[src/bced_pkg.sv]
package bced_pkg;

  localparam int unsigned TIME_W     = 32;
  localparam int unsigned CFG_W      = 16;
  localparam int unsigned CNT_W      = 4;
  localparam int unsigned CFG_IDX_W  = 3;
  localparam int unsigned EV_W       = 3;

  localparam logic [CNT_W-1:0] CLICK_MAX    = CNT_W'(15);
  localparam logic [CNT_W-1:0] TRIPLE_COUNT = CNT_W'(3);

  typedef enum logic [EV_W-1:0] {
    EV_NONE   = 3'd0,
    EV_SINGLE = 3'd1,
    EV_DOUBLE = 3'd2,
    EV_TRIPLE = 3'd3,
    EV_MULTI  = 3'd4,
    EV_LONG   = 3'd5,
    EV_REPEAT = 3'd6
  } ev_t;

  typedef enum logic [CFG_IDX_W-1:0] {
    REG_DEBOUNCE   = 3'd0,
    REG_LONG_PRESS = 3'd1,
    REG_REP_START  = 3'd2,
    REG_MULTI_GAP  = 3'd3,
    REG_REP_IVAL   = 3'd4
  } reg_idx_t;

  typedef struct packed {
    logic [CFG_W-1:0] debounce_ms;
    logic [CFG_W-1:0] long_press_ms;
    logic [CFG_W-1:0] repeat_start_ms;
    logic [CFG_W-1:0] multi_gap_ms;
    logic [CFG_W-1:0] repeat_interval_ms;
  } cfg_t;

  typedef struct packed {
    logic [TIME_W-1:0] now_ms;
    logic              key_level;
  } item_t;

endpackage

[src/bced_cfg_regs.sv]
module bced_cfg_regs (
  input  logic                          clk,
  input  logic                          rst_n,
  input  logic                          cfg_valid,
  output logic                          cfg_ready,
  input  logic [bced_pkg::CFG_IDX_W-1:0] cfg_index,
  input  logic [bced_pkg::CFG_W-1:0]     cfg_wdata,
  output bced_pkg::cfg_t                cfg
);
  import bced_pkg::*;

  cfg_t cfg_r;

  assign cfg_ready = 1'b1;
  assign cfg       = cfg_r;

  always_ff @(posedge clk) begin
    if (!rst_n) begin
      cfg_r.debounce_ms        <= CFG_W'(20);
      cfg_r.long_press_ms      <= CFG_W'(1000);
      cfg_r.repeat_start_ms    <= CFG_W'(2000);
      cfg_r.multi_gap_ms       <= CFG_W'(300);
      cfg_r.repeat_interval_ms <= CFG_W'(100);
    end else if (cfg_valid) begin
      unique case (cfg_index)
        REG_DEBOUNCE:   cfg_r.debounce_ms        <= cfg_wdata;
        REG_LONG_PRESS: cfg_r.long_press_ms      <= cfg_wdata;
        REG_REP_START:  cfg_r.repeat_start_ms    <= cfg_wdata;
        REG_MULTI_GAP:  cfg_r.multi_gap_ms       <= cfg_wdata;
        REG_REP_IVAL:   cfg_r.repeat_interval_ms <= cfg_wdata;
        default: ;
      endcase
    end
  end

endmodule

[src/bced_in_stage.sv]
module bced_in_stage (
  input  logic                       clk,
  input  logic                       rst_n,
  input  logic                       in_valid,
  output logic                       in_stall,
  input  logic [bced_pkg::TIME_W-1:0] in_now_ms,
  input  logic                       in_key_level,
  input  logic                       advance,
  output logic                       s1_valid,
  output bced_pkg::item_t            s1_item
);
  import bced_pkg::*;

  logic  s1_vld_r;
  logic  s1_vld_nxt;
  logic  accept;
  item_t item_r;

  // The stage holds its item only while the core cannot take it.
  assign in_stall = s1_vld_r && !advance;
  assign accept   = in_valid && !in_stall;
  assign s1_valid = s1_vld_r;
  assign s1_item  = item_r;

  always_comb begin
    s1_vld_nxt = s1_vld_r;
    if (accept) begin
      s1_vld_nxt = 1'b1;
    end else if (advance) begin
      s1_vld_nxt = 1'b0;
    end
  end

  always_ff @(posedge clk) begin
    if (!rst_n) begin
      s1_vld_r <= 1'b0;
    end else begin
      s1_vld_r <= s1_vld_nxt;
    end
  end

  always_ff @(posedge clk) begin
    if (accept) begin
      item_r.now_ms    <= in_now_ms;
      item_r.key_level <= in_key_level;
    end
  end

endmodule

[src/bced_core.sv]
module bced_core (
  input  logic                     clk,
  input  logic                     rst_n,
  input  bced_pkg::cfg_t           cfg,
  input  logic                     s1_valid,
  input  bced_pkg::item_t          s1_item,
  output logic                     advance,
  output logic                     out_valid,
  input  logic                     out_stall,
  output logic [bced_pkg::EV_W-1:0] out_event_code
);
  import bced_pkg::*;

  typedef enum logic [2:0] {
    ST_INIT     = 3'd0,
    ST_RELEASED = 3'd1,
    ST_PRESSED  = 3'd2,
    ST_LONG     = 3'd3,
    ST_REPEAT   = 3'd4,
    ST_MULTI    = 3'd5
  } state_t;

  state_t            state_r, state_nxt;
  logic [TIME_W-1:0] last_chg_r, last_chg_nxt;
  logic [TIME_W-1:0] last_rep_r, last_rep_nxt;
  logic [CNT_W-1:0]  cnt_r, cnt_nxt;
  logic              out_vld_r, out_vld_nxt;
  ev_t               ev_r, ev_nxt;

  logic [TIME_W-1:0] now;
  logic              key;
  logic [TIME_W-1:0] diff;
  logic [TIME_W-1:0] rep_diff;
  logic              rep_on;
  logic              ge_db, ge_long, ge_rs, ge_gap, rep_ok;

  assign now      = s1_item.now_ms;
  assign key      = s1_item.key_level;
  assign diff     = now - last_chg_r;
  assign rep_diff = now - last_rep_r;
  assign rep_on   = cfg.repeat_start_ms != '0;
  assign ge_db    = diff >= TIME_W'(cfg.debounce_ms);
  assign ge_long  = diff >= TIME_W'(cfg.long_press_ms);
  assign ge_rs    = diff >= TIME_W'(cfg.repeat_start_ms);
  assign ge_gap   = diff >= TIME_W'(cfg.multi_gap_ms);
  assign rep_ok   = rep_diff >= TIME_W'(cfg.repeat_interval_ms);

  // The output register takes a new result whenever it is empty or being drained.
  assign advance        = s1_valid && !(out_vld_r && out_stall);
  assign out_valid      = out_vld_r;
  assign out_event_code = ev_r;

  always_comb begin
    state_nxt    = state_r;
    last_chg_nxt = last_chg_r;
    last_rep_nxt = last_rep_r;
    cnt_nxt      = cnt_r;
    ev_nxt       = EV_NONE;

    unique case (state_r)
      ST_INIT: begin
        state_nxt    = key ? ST_PRESSED : ST_RELEASED;
        last_chg_nxt = now;
      end
      ST_RELEASED: begin
        if (key && ge_db) begin
          state_nxt    = ST_PRESSED;
          last_chg_nxt = now;
        end
      end
      ST_PRESSED: begin
        if (!key) begin
          if (ge_long) begin
            ev_nxt    = EV_LONG;
            state_nxt = ST_RELEASED;
            cnt_nxt   = '0;
          end else begin
            state_nxt = ST_MULTI;
            if (cnt_r < CLICK_MAX) begin
              cnt_nxt = cnt_r + CNT_W'(1);
            end
          end
          last_chg_nxt = now;
        end else if (rep_on && ge_long && !ge_rs) begin
          state_nxt = ST_LONG;
        end else if (rep_on && ge_rs) begin
          state_nxt    = ST_REPEAT;
          last_chg_nxt = now;
          if (rep_ok) begin
            ev_nxt       = EV_REPEAT;
            last_rep_nxt = now;
          end
        end
      end
      ST_LONG: begin
        if (!key) begin
          ev_nxt       = EV_LONG;
          state_nxt    = ST_RELEASED;
          last_chg_nxt = now;
          cnt_nxt      = '0;
        end else if (rep_on && ge_rs) begin
          state_nxt    = ST_REPEAT;
          last_chg_nxt = now;
          if (rep_ok) begin
            ev_nxt       = EV_REPEAT;
            last_rep_nxt = now;
          end
        end
      end
      ST_REPEAT: begin
        if (!key) begin
          state_nxt    = ST_RELEASED;
          last_chg_nxt = now;
          cnt_nxt      = '0;
        end else if (rep_ok) begin
          ev_nxt       = EV_REPEAT;
          last_rep_nxt = now;
        end
      end
      ST_MULTI: begin
        if (key && ge_db) begin
          state_nxt    = ST_PRESSED;
          last_chg_nxt = now;
        end else if (!key && ge_gap) begin
          // A count of zero maps to no event, one to three to their own codes.
          if (cnt_r > TRIPLE_COUNT) begin
            ev_nxt = EV_MULTI;
          end else begin
            ev_nxt = ev_t'(cnt_r[EV_W-1:0]);
          end
          state_nxt    = ST_RELEASED;
          last_chg_nxt = now;
          cnt_nxt      = '0;
        end
      end
      default: begin
        state_nxt    = ST_INIT;
        last_chg_nxt = now;
        cnt_nxt      = '0;
      end
    endcase
  end

  always_comb begin
    out_vld_nxt = out_vld_r;
    if (advance) begin
      out_vld_nxt = 1'b1;
    end else if (!out_stall) begin
      out_vld_nxt = 1'b0;
    end
  end

  always_ff @(posedge clk) begin
    if (!rst_n) begin
      state_r    <= ST_INIT;
      last_chg_r <= '0;
      last_rep_r <= '0;
      cnt_r      <= '0;
      out_vld_r  <= 1'b0;
    end else begin
      out_vld_r <= out_vld_nxt;
      if (advance) begin
        state_r    <= state_nxt;
        last_chg_r <= last_chg_nxt;
        last_rep_r <= last_rep_nxt;
        cnt_r      <= cnt_nxt;
      end
    end
  end

  always_ff @(posedge clk) begin
    if (advance) begin
      ev_r <= ev_nxt;
    end
  end

endmodule

[src/button_click_event_detector.sv]
// Single-key click and long-press detector.
// Input channel: each item is one tick carrying a millisecond timestamp
// (in_now_ms, wrapping) and the raw key level (in_key_level, 1 = pressed).
// Output channel: exactly one item per input item, out_event_code:
// 0 none, 1 single, 2 double, 3 triple, 4 multi, 5 long, 6 long-repeat.
// Configuration: five 16-bit timing registers written through cfg_valid,
// cfg_index and cfg_wdata; cfg_ready is always high. Write them only while
// no item is in flight.
// Each accepted item is held in the input register, and its result is
// registered in the result register; the state update between them is
// combinational. Throughput: one item per cycle while the receiver does
// not stall.
// When the receiver stalls, the result register holds its item, and the
// input register, if empty, still takes one more item before in_stall rises.
// Reset (rst_n low, synchronous) restores the register defaults (20, 1000,
// 2000, 300, 100 ms), returns the key machine to its initial state with
// cleared times and click count, and empties both stages.
module button_click_event_detector (
  input  logic                          clk,
  input  logic                          rst_n,
  input  logic                          in_valid,
  output logic                          in_stall,
  input  logic [bced_pkg::TIME_W-1:0]    in_now_ms,
  input  logic                          in_key_level,
  output logic                          out_valid,
  input  logic                          out_stall,
  output logic [bced_pkg::EV_W-1:0]      out_event_code,
  input  logic                          cfg_valid,
  output logic                          cfg_ready,
  input  logic [bced_pkg::CFG_IDX_W-1:0] cfg_index,
  input  logic [bced_pkg::CFG_W-1:0]     cfg_wdata
);
  import bced_pkg::*;

  cfg_t  cfg;
  item_t s1_item;
  logic  s1_valid;
  logic  advance;

  bced_cfg_regs u_cfg (
    .clk       (clk),
    .rst_n     (rst_n),
    .cfg_valid (cfg_valid),
    .cfg_ready (cfg_ready),
    .cfg_index (cfg_index),
    .cfg_wdata (cfg_wdata),
    .cfg       (cfg)
  );

  bced_in_stage u_in (
    .clk          (clk),
    .rst_n        (rst_n),
    .in_valid     (in_valid),
    .in_stall     (in_stall),
    .in_now_ms    (in_now_ms),
    .in_key_level (in_key_level),
    .advance      (advance),
    .s1_valid     (s1_valid),
    .s1_item      (s1_item)
  );

  bced_core u_core (
    .clk            (clk),
    .rst_n          (rst_n),
    .cfg            (cfg),
    .s1_valid       (s1_valid),
    .s1_item        (s1_item),
    .advance        (advance),
    .out_valid      (out_valid),
    .out_stall      (out_stall),
    .out_event_code (out_event_code)
  );

endmodule

[config.mk]
export PLATFORM = sky130hd
export DESIGN_NAME = button_click_event_detector
export DESIGN_NICKNAME = d
export VERILOG_FILES = /design/src/bced_pkg.sv /design/src/bced_cfg_regs.sv /design/src/bced_in_stage.sv /design/src/bced_core.sv /design/src/button_click_event_detector.sv
export SDC_FILE = /design/constraint.sdc
export NUM_CORES = 1
export LEC_CHECK = 0
export BUFFER_PORTS_ARGS = -buffer_cell sky130_fd_sc_hd__buf_4
export CELL_PAD_IN_SITES_DETAIL_PLACEMENT = 1
export CELL_PAD_IN_SITES_GLOBAL_PLACEMENT = 2
export CORE_AREA = 3 3 193 195
export DETAILED_ROUTE_END_ITERATION = 6
export DIE_AREA = 0 0 196 198
export PLACE_DENSITY = 0.77
export SLEW_MARGIN = 20
export SYNTH_ARGS = -nofsm -noshare
export SYNTH_HDL_FRONTEND = slang
export SYNTH_SLANG_ARGS = --single-unit
export TNS_END_PERCENT = 50
[constraint.sdc]
create_clock -name clk -period 5.45 [get_ports clk]
set_input_delay 1.3625 -clock clk [delete_from_list [all_inputs] [get_ports clk]]
set_output_delay 1.3625 -clock clk [all_outputs]
set_load 0.02 [all_outputs]
==> results.md, run 1 <==
- Clock slew at reported path FFs: 0.08 ns
- CP Launch Point: u_in.s1_item[10]$_DFFE_PP_
- CTS Buffer Depth: 2
- IO Pins: 63
- Lkg Pwr: 6.106 nW
- Die ar.: between 0.03 and 0.04 mm2
- Congestion Overflow GR: 0
- Critical path type: flip-flop to flip-flop
- Hold WS: 0.4642 ns
- Slew Limit Fails: 0
- Chip width: 196 um
- Ys Warns: 0
- Period minus WS final: 5.025 ns
- Final Hold Vio Count: 0
- Die H: between 150 and 200 um
- Crit path to: u_core.last_chg_r[0]$_SDFFE_PN0P_
- Int Pwr: 2.571 mW
- Logic pwr share: 27.7%
- Yosys reg bits: roughly 190
- DRC: 0
- Pwr dens: 257.9 mW/mm2
- Crit path arrival time: 5.42 ns
- Outcome: finished clean
- Post-synth top flop: dfxtp_1
- CP max stage delay: around 0.56 ns
- First-pass GRT wire length: 65540 um
- TritonCTS clock tree: done
- Detail Route Antenna Nets: 0
- Crit path required time: 5.84 ns
- Share of cells above drive strength 1: 8.778%
- Placed Cells: 2112
- Worst R2R Path Depth: 16
- CP max stage cell: a221oi_1
- Leading area contributor after synthesis: dfxtp_1
- Setup WS pre-CTS: 0.1984 ns
- # H-tree levels: 4
- Core Region: 0.03557 mm2
- Clk root buf: clkbuf_16
- Iteration-0 DRC Markers: 590
- EDFF count, synth: 36
- Avg Cell Area, Syn: 8.213 um2
- Initial Util: a little under two fifths
- M2 GR Usage: a little over a third
- Fin crit share: 92.20%
- Largest net degree at the start of global routing: 141
- Area of the multi-input gates: around 0.0084 mm2
- Design area: approximately 0.015 mm2
- Vias/cell: 5.462
- FF/Latch Area: 0.004144 mm2
- R2r startpoint: u_in.s1_item[10]$_DFFE_PP_
- Fillers: 4313
- Post-synth ARST share: 0%
- I/O Buffers: 61
- Post-DP HPWL: ~32000 um
- Wire per inst: 19.14 um
- Critical-path maximum fanout: 14
- Finished Layout Cells: 2147
- Setup slack after layout: 0.4249 ns
- Netlist Area Pre-Place: 0.01349 mm2
- Sw Share: 33.43%
- Num Clock Sinks: 189
- # nets final: around 1900
- GRT Total Usage: 21.17%
- Maxcap violations: 0
- Vias in the first global route: roughly 12000
- Met1 Usage GRT: ~30%
- NetSw: between 1 and 1.5 mW
- Design Power: 3.862 mW
- Worst Tran Pin Value: 0.8929 ns
- Max transition margin: 40.48%
- Total routed wirelength: around 41000 um
- Sequential power share: 39.2%
- Setup Skew: between 0.01 and 0.015 ns
- Gpl congestion: 0.8619
- Drt first pass iters: 4
- # rows: between 60 and 70
- Top post-synthesis cells by area: dfxtp_1 23%, ha_1 13%, nand2_1 9.0%, edfxtp_1 8.0%, mux2i_1 5.1%
- Antenna diodes: 0
- Reg-to-reg endpoint: u_core.last_chg_r[0]$_SDFFE_PN0P_
- Placed inst area: 0.01433 mm2
- Cts hold-fix bufs: 0
- R2R setup slack: 0.42 ns
- Area share of the largest cell type after synthesis: about 23%
- Synth cell types: 91
- Sequential element share of the synthesized area: between 30% and 40%
- Most Crowded Layer GR: met2
- Peak VDD IR: 0.0002347 V
- Vias: roughly 12000
- Critical Path Sink Type: flip-flop
- Clock power frac: between 30% and 40%
- Min-delay worst type: flip-flop to flip-flop
- Crit start category: flip-flop
- Worst skew pair latency: ~0.46 ns
- Layout Area Growth over Synthesis: 11.06%
- CP cell instances: ha_1, a21oi_1, o21ai_0, a221oi_1, nand2_1, xor2_1, ha_1, a21o_1, a221o_1, a31oi_1, o21ai_0, o31ai_2, a31oi_4, nand2_4, buf_12, mux2i_1
- Fmax achieved: around 200 MHz
- Final Setup Violations: 0
- Gate Count Post-Synth: 1642
- Syn_nets: approximately 1800
- Grt met3 use: under 10%
- Cts bufs inserted: 17
- Initial antenna violation count: 0
[stage by stage]
stage	util [%]	setup TNS, ns
floorplan	-	0
global placement	40.28	0
detailed placement	40.28	0
CTS	41.91	0
global route	42.11	-0.01359
finish	42.11	0
[power by group through the flow]
stage          Sequential (mW)  Combinational, mW  Clock (mW)
2_1_floorplan             1.53              0.736           0
3_3_place_gp              1.54               1.03           0
3_5_place_dp              1.55               1.06           0
4_1_cts                   1.51               1.07        1.33
5_1_grt                   1.52               1.20        1.37
6_report                  1.51               1.07        1.28
[cell usage in the layout, fill, tap and decap left out, drive strengths merged, types with 6 or more instances in the layout]
cell	n
a31oi	10
nor2	75
nor4	11
a21boi	64
xor2	14
nand3	24
o21bai	8
xnor2	26
o31ai	11
a21o	43
a211o	6
buf	80
ha	143
a21oi	92
o21a	15
nor3	14
o211ai	37
nand2b	18
dfxtp	153
mux2i	69
inv	159
and3	9
o21ai	60
edfxtp	36
clkbuf	24
nand4	29
nand2	325
a211oi	14
o2111ai	6
nor2b	7
or3	6
[what timing repair did]
action	4_1_cts	5_1_grt
hold endpoints to repair	0	0
endpoints found under the setup margin	0	61
resized for setup	0	7
setup buffers	0	2
[cells by family (layout without fill, tap and decap cells)]
group | count (synthesis) | count (layout) | synth area share (%)
compound gates | 421 | 421 | 22.13
xor+xnor | 40 | 40 | 2.598
fa+ha+maj | 145 | 145 | 13.56
buf+inv | 223 | 267 | 6.996
flops | 189 | 189 | 30.73
mux | 73 | 73 | 5.456
other cells | 1 | 1 | 0.02781
simple gates | 550 | 550 | 18.50
[cells in the mapped netlist (5+ instances only)]
| library cell | number |
|---|---|
| a211o_1 | 5 |
| ha_1 | 143 |
| clkbuf_1 | 45 |
| o2111ai_1 | 5 |
| a21boi_0 | 64 |
| nor3_1 | 13 |
| and3_1 | 9 |
| dfxtp_1 | 153 |
| o31ai_1 | 8 |
| o21a_1 | 15 |
| a21oi_1 | 87 |
| o21ai_0 | 55 |
| o21bai_1 | 8 |
| nand4_1 | 28 |
| buf_2 | 13 |
| nand3b_1 | 5 |
| a21o_1 | 42 |
| edfxtp_1 | 36 |
| nand2_1 | 324 |
| a31oi_1 | 9 |
| a211oi_1 | 13 |
| nand3_1 | 23 |
| xnor2_1 | 26 |
| inv_1 | 154 |
| nor4_1 | 9 |
| o2111a_1 | 5 |
| nor2b_1 | 7 |
| xor2_1 | 14 |
| a21oi_2 | 5 |
| or3_1 | 6 |
| nand2b_1 | 18 |
| buf_6 | 5 |
| mux2i_1 | 69 |
| nor2_1 | 75 |
| o211ai_1 | 37 |
[how the worst min path moves through the flow]
stage / from / to / slack, ns / cells past startpoint
4_1_cts: u_core.last_rep_r[11]$_SDFFE_PN0P_ / u_core.last_rep_r[11]$_SDFFE_PN0P_ / 0.47 / 2
2_1_floorplan: u_core.last_rep_r[10]$_SDFFE_PN0P_ / u_core.last_rep_r[10]$_SDFFE_PN0P_ / 0.44 / 2
6_report: u_core.last_chg_r[4]$_SDFFE_PN0P_ / u_core.last_chg_r[4]$_SDFFE_PN0P_ / 0.46 / 2
5_1_grt: u_cfg.cfg[78]$_SDFFE_PN0P_ / u_cfg.cfg[78]$_SDFFE_PN0P_ / 0.49 / 2
3_3_place_gp: u_core.last_rep_r[2]$_SDFFE_PN0P_ / u_core.last_rep_r[2]$_SDFFE_PN0P_ / 0.45 / 2
3_5_place_dp: u_core.last_chg_r[4]$_SDFFE_PN0P_ / u_core.last_chg_r[4]$_SDFFE_PN0P_ / 0.46 / 2
[worst max-delay path, delay by kind of cell, from the launching register on]
family | cells | cell delay [ns]
xor gates and xnor gates | 1 | 0.45
muxes | 1 | 0.21
and+or+nand+nor | 2 | 0.42
DFF | 1 | 0.44
buffers and inverters | 1 | 0.22
adders and majority gates | 2 | 0.77
AOI/OAI and AO/OA | 9 | 2.42
[registers in the layout (all words and copies together) (netlist names)]
| name | cells |
|---|---|
| u_cfg.cfg | 80 |
| u_core.cnt_r | 4 |
| u_core.last_chg_r | 32 |
| u_core.last_rep_r | 32 |
| u_core.out_event_code | 3 |
| u_core.out_valid | 1 |
| u_core.state_r | 3 |
| u_in.s1_item | 33 |
| u_in.s1_valid | 1 |
[final cells by class]
cell class	count	area share (%)
clock buffers	23	3.409
clock inverters	9	0.4678
inverters	154	3.860
multi-input cells	1230	56.32
flip-flops and latches	189	27.67
well taps	461	3.851
repair buffers	81	4.428
[per-layer routing]
layer	share of wire, %	vias to the layer above
met5	0	-
met4	1.3	0
met3	2.2	27
met2	46	132
met1	51	5717
li1	-	5851
No activity file was read; power rests on OpenSTA's default activity.
==> run 2, diff against run 1 <==
Settings changed: BUFFER_PORTS_ARGS -buffer_cell sky130_fd_sc_hd__buf_4 to -buffer_cell sky130_fd_sc_hd__buf_2, MAX_ROUTING_LAYER set to met4.
Clock period 5.45 ns to 5.7 ns, I/O delays scaled along.
==> run 2 against run 1 <==
Effect of this change:
- clock skew fell by 0.00087 ns
- hold slack got worse by 0.0049 ns
- critical endpoint is now u_core.last_chg_r[16]$_SDFFE_PN0P_
- wire length fell by 2.6%
- register-to-register slack improved by 0.11 ns
- core utilization fell by 0.58 points
- non-clock buffer count fell by 8
- first-iteration DRC count rose by 5.8%
- via count fell by 0.55%
- die area did not move
- combinational power fell by 8%
- sequential share of layout area rose by 0.38 points
- final cell count fell by 0.37%
==> results.md, run 2 (synthesis gave the netlist of run 1 again) <==
- Outcome: finished clean
- Slew Limit Fails: 0
- Fmax achieved: 193.8 MHz
- Cts bufs inserted: 17
- Final Hold Vio Count: 0
- DRC: 0
- Worst skew pair latency: 0.46 ns
- Clk root buf: clkbuf_16
- Share of cells above drive strength 1: 8.343%
- Design area: 0.01477 mm2
- Commonest non-fill, non-tap cells in the layout: 324 x nand2_1, 154 x inv_1, 153 x dfxtp_1, 143 x ha_1, 87 x a21oi_1
- Die H: between 150 and 200 um
- Critical-path maximum fanout: 23
- Crit start category: flip-flop
- Critical Path Sink Type: flip-flop
- Layout Area Growth over Synthesis: 9.538%
- Final Core Density: 41.53%
- Unrepaired setup endpoints after global routing: false
- Period minus WS final: 5.161 ns
- # nets final: 1867
- Fin crit share: 90.54%
- Congestion Overflow GR: 0
- Total routed wirelength: ~40000 um
- Chip width: 196 um
- Design Power: approximately 3.7 mW
- Crit path required time: 6.09 ns
- CTS Buffer Depth: 2
- Post-DP HPWL: approximately 31000 um
- I/O Buffers: 61
- Crit path arrival time: 5.55 ns
- Fillers: 4328
- Gpl congestion: roughly 0.86
- Vias in the first global route: 11870
- Commonest non-fill, non-tap cell in the layout: nand2_1
- Sum Neg Setup Slack: 0 ns
- Detail Route Antenna Nets: 0
- IO Pins: 63
- Die ar.: 0.03881 mm2
- Initial antenna violation count: 0
- Setup Skew: between 0.01 and 0.015 ns
- Vias: 11660
- Maxcap violations: 0
- Max reg flops: 80
- First-pass GRT wire length: 65100 um
- Drt first pass iters: 5
- Num Clock Sinks: 189
- Max transition margin: 38.25%
- Largest net degree at the start of global routing: roughly 120
- Peak VDD IR: 0.0002245 V
- # H-tree levels: 4
- Iteration-0 DRC Markers: roughly 620
- Worst Tran Pin Value: 0.9263 ns
- TritonCTS clock tree: done
- Core Region: 0.03557 mm2
- Lkg Pwr: 6.019 nW
- # rows: 69
- Wire per inst: 18.70 um
- Placed inst area: 0.01411 mm2
- Pwr dens: 250.4 mW/mm2
- Min-delay worst type: flip-flop to flip-flop
- Critical path type: flip-flop to flip-flop
- Clock slew at reported path FFs: 0.08 ns
- Antenna diodes: 0
- GRT Total Usage: 21.50%
- FF/Latch Area: between 0.004 and 0.005 mm2
- Cts hold-fix bufs: 0
- Area of the multi-input gates: roughly 0.0084 mm2
- Initial Util: 37.91%
- Vias/cell: 5.453
- Final Setup Violations: 0
[run 2: cell types whose count changed in the layout (fill, tap and decap cells not counted), sizes merged]
cell      before  now
buf           80   73
bufinv         0    1
clkbuf        24   19
clkinv         3    5
clkinvlp       1    3
inv          159  158
[run 2: per-layer routing]
layer | global-route usage, % | wire, um
met1 | 29.90 | 20690
met2 | 33.88 | 18020
met3 | 2.331 | 759
met4 | 4.806 | 534
met5 | - | 0
[run 2: power breakdown]
part	leakage [nW]	internal (mW)	total, mW	switching [mW]
logic	4.14	0.385	0.988	0.603
clock network	0.291	0.658	1.26	0.606
registers	1.59	1.41	1.45	0.0388
total	6.02	2.45	3.70	1.25
[run 2: worst paths after layout]
path / cells after the start / from / to / slack, ns
worst max-delay path: 20 / u_in.s1_item[1]$_DFFE_PP_ / u_core.last_chg_r[16]$_SDFFE_PN0P_ / 0.54
worst min-delay path: 2 / u_core.last_chg_r[15]$_SDFFE_PN0P_ / u_core.last_chg_r[15]$_SDFFE_PN0P_ / 0.46
worst max register to register: 20 / u_in.s1_item[1]$_DFFE_PP_ / u_core.last_chg_r[16]$_SDFFE_PN0P_ / 0.54
worst min register to register: 2 / u_core.last_chg_r[15]$_SDFFE_PN0P_ / u_core.last_chg_r[15]$_SDFFE_PN0P_ / 0.46
[run 2: metrics by stage]
step                      setup WS, ns  hold slack (ns)  instances
after detailed placement        0.3697           0.4545       2105
after global placement          0.4678           0.4448       2105
after global routing           0.03703           0.4797       2139
after CTS                       0.3175           0.4652       2137
final                           0.5393           0.4593       2139
after floorplan                  1.110           0.4385       1642
[run 2: repair_timing]
item | CTS | global route
buffers inserted | 0 | 1
endpoints found under the setup margin | 0 | 35
resized for setup | 0 | 2
[run 2: final cells by class]
type | count | share of cell area, %
Multi-Input combinational cell | 1230 | 56.99
Sequential cell | 189 | 28.05
Inverter | 154 | 3.913
Tap cell | 461 | 3.905
Clock buffer | 19 | 3.142
Timing Repair Buffer | 73 | 2.973
Clock inverter | 13 | 1.025
[run 2: critical path, stage by stage (launching register included)]
cell and delay, ns:
edfxtp_1 0.35, inv_1 0.07, ha_1 0.22, fa_1 0.40
nand2b_1 0.18, a21oi_1 0.32, nor2_1 0.16, nor2_1 0.13
nor2_1 0.06, xnor2_1 0.47, ha_1 0.35, a21o_1 0.18
a211oi_1 0.25, o31ai_1 0.14, a221oi_1 0.45, o21ai_0 0.24
o31ai_4 0.29, nand3_2 0.13, nand2_4 0.24, buf_12 0.23
mux2i_1 0.21
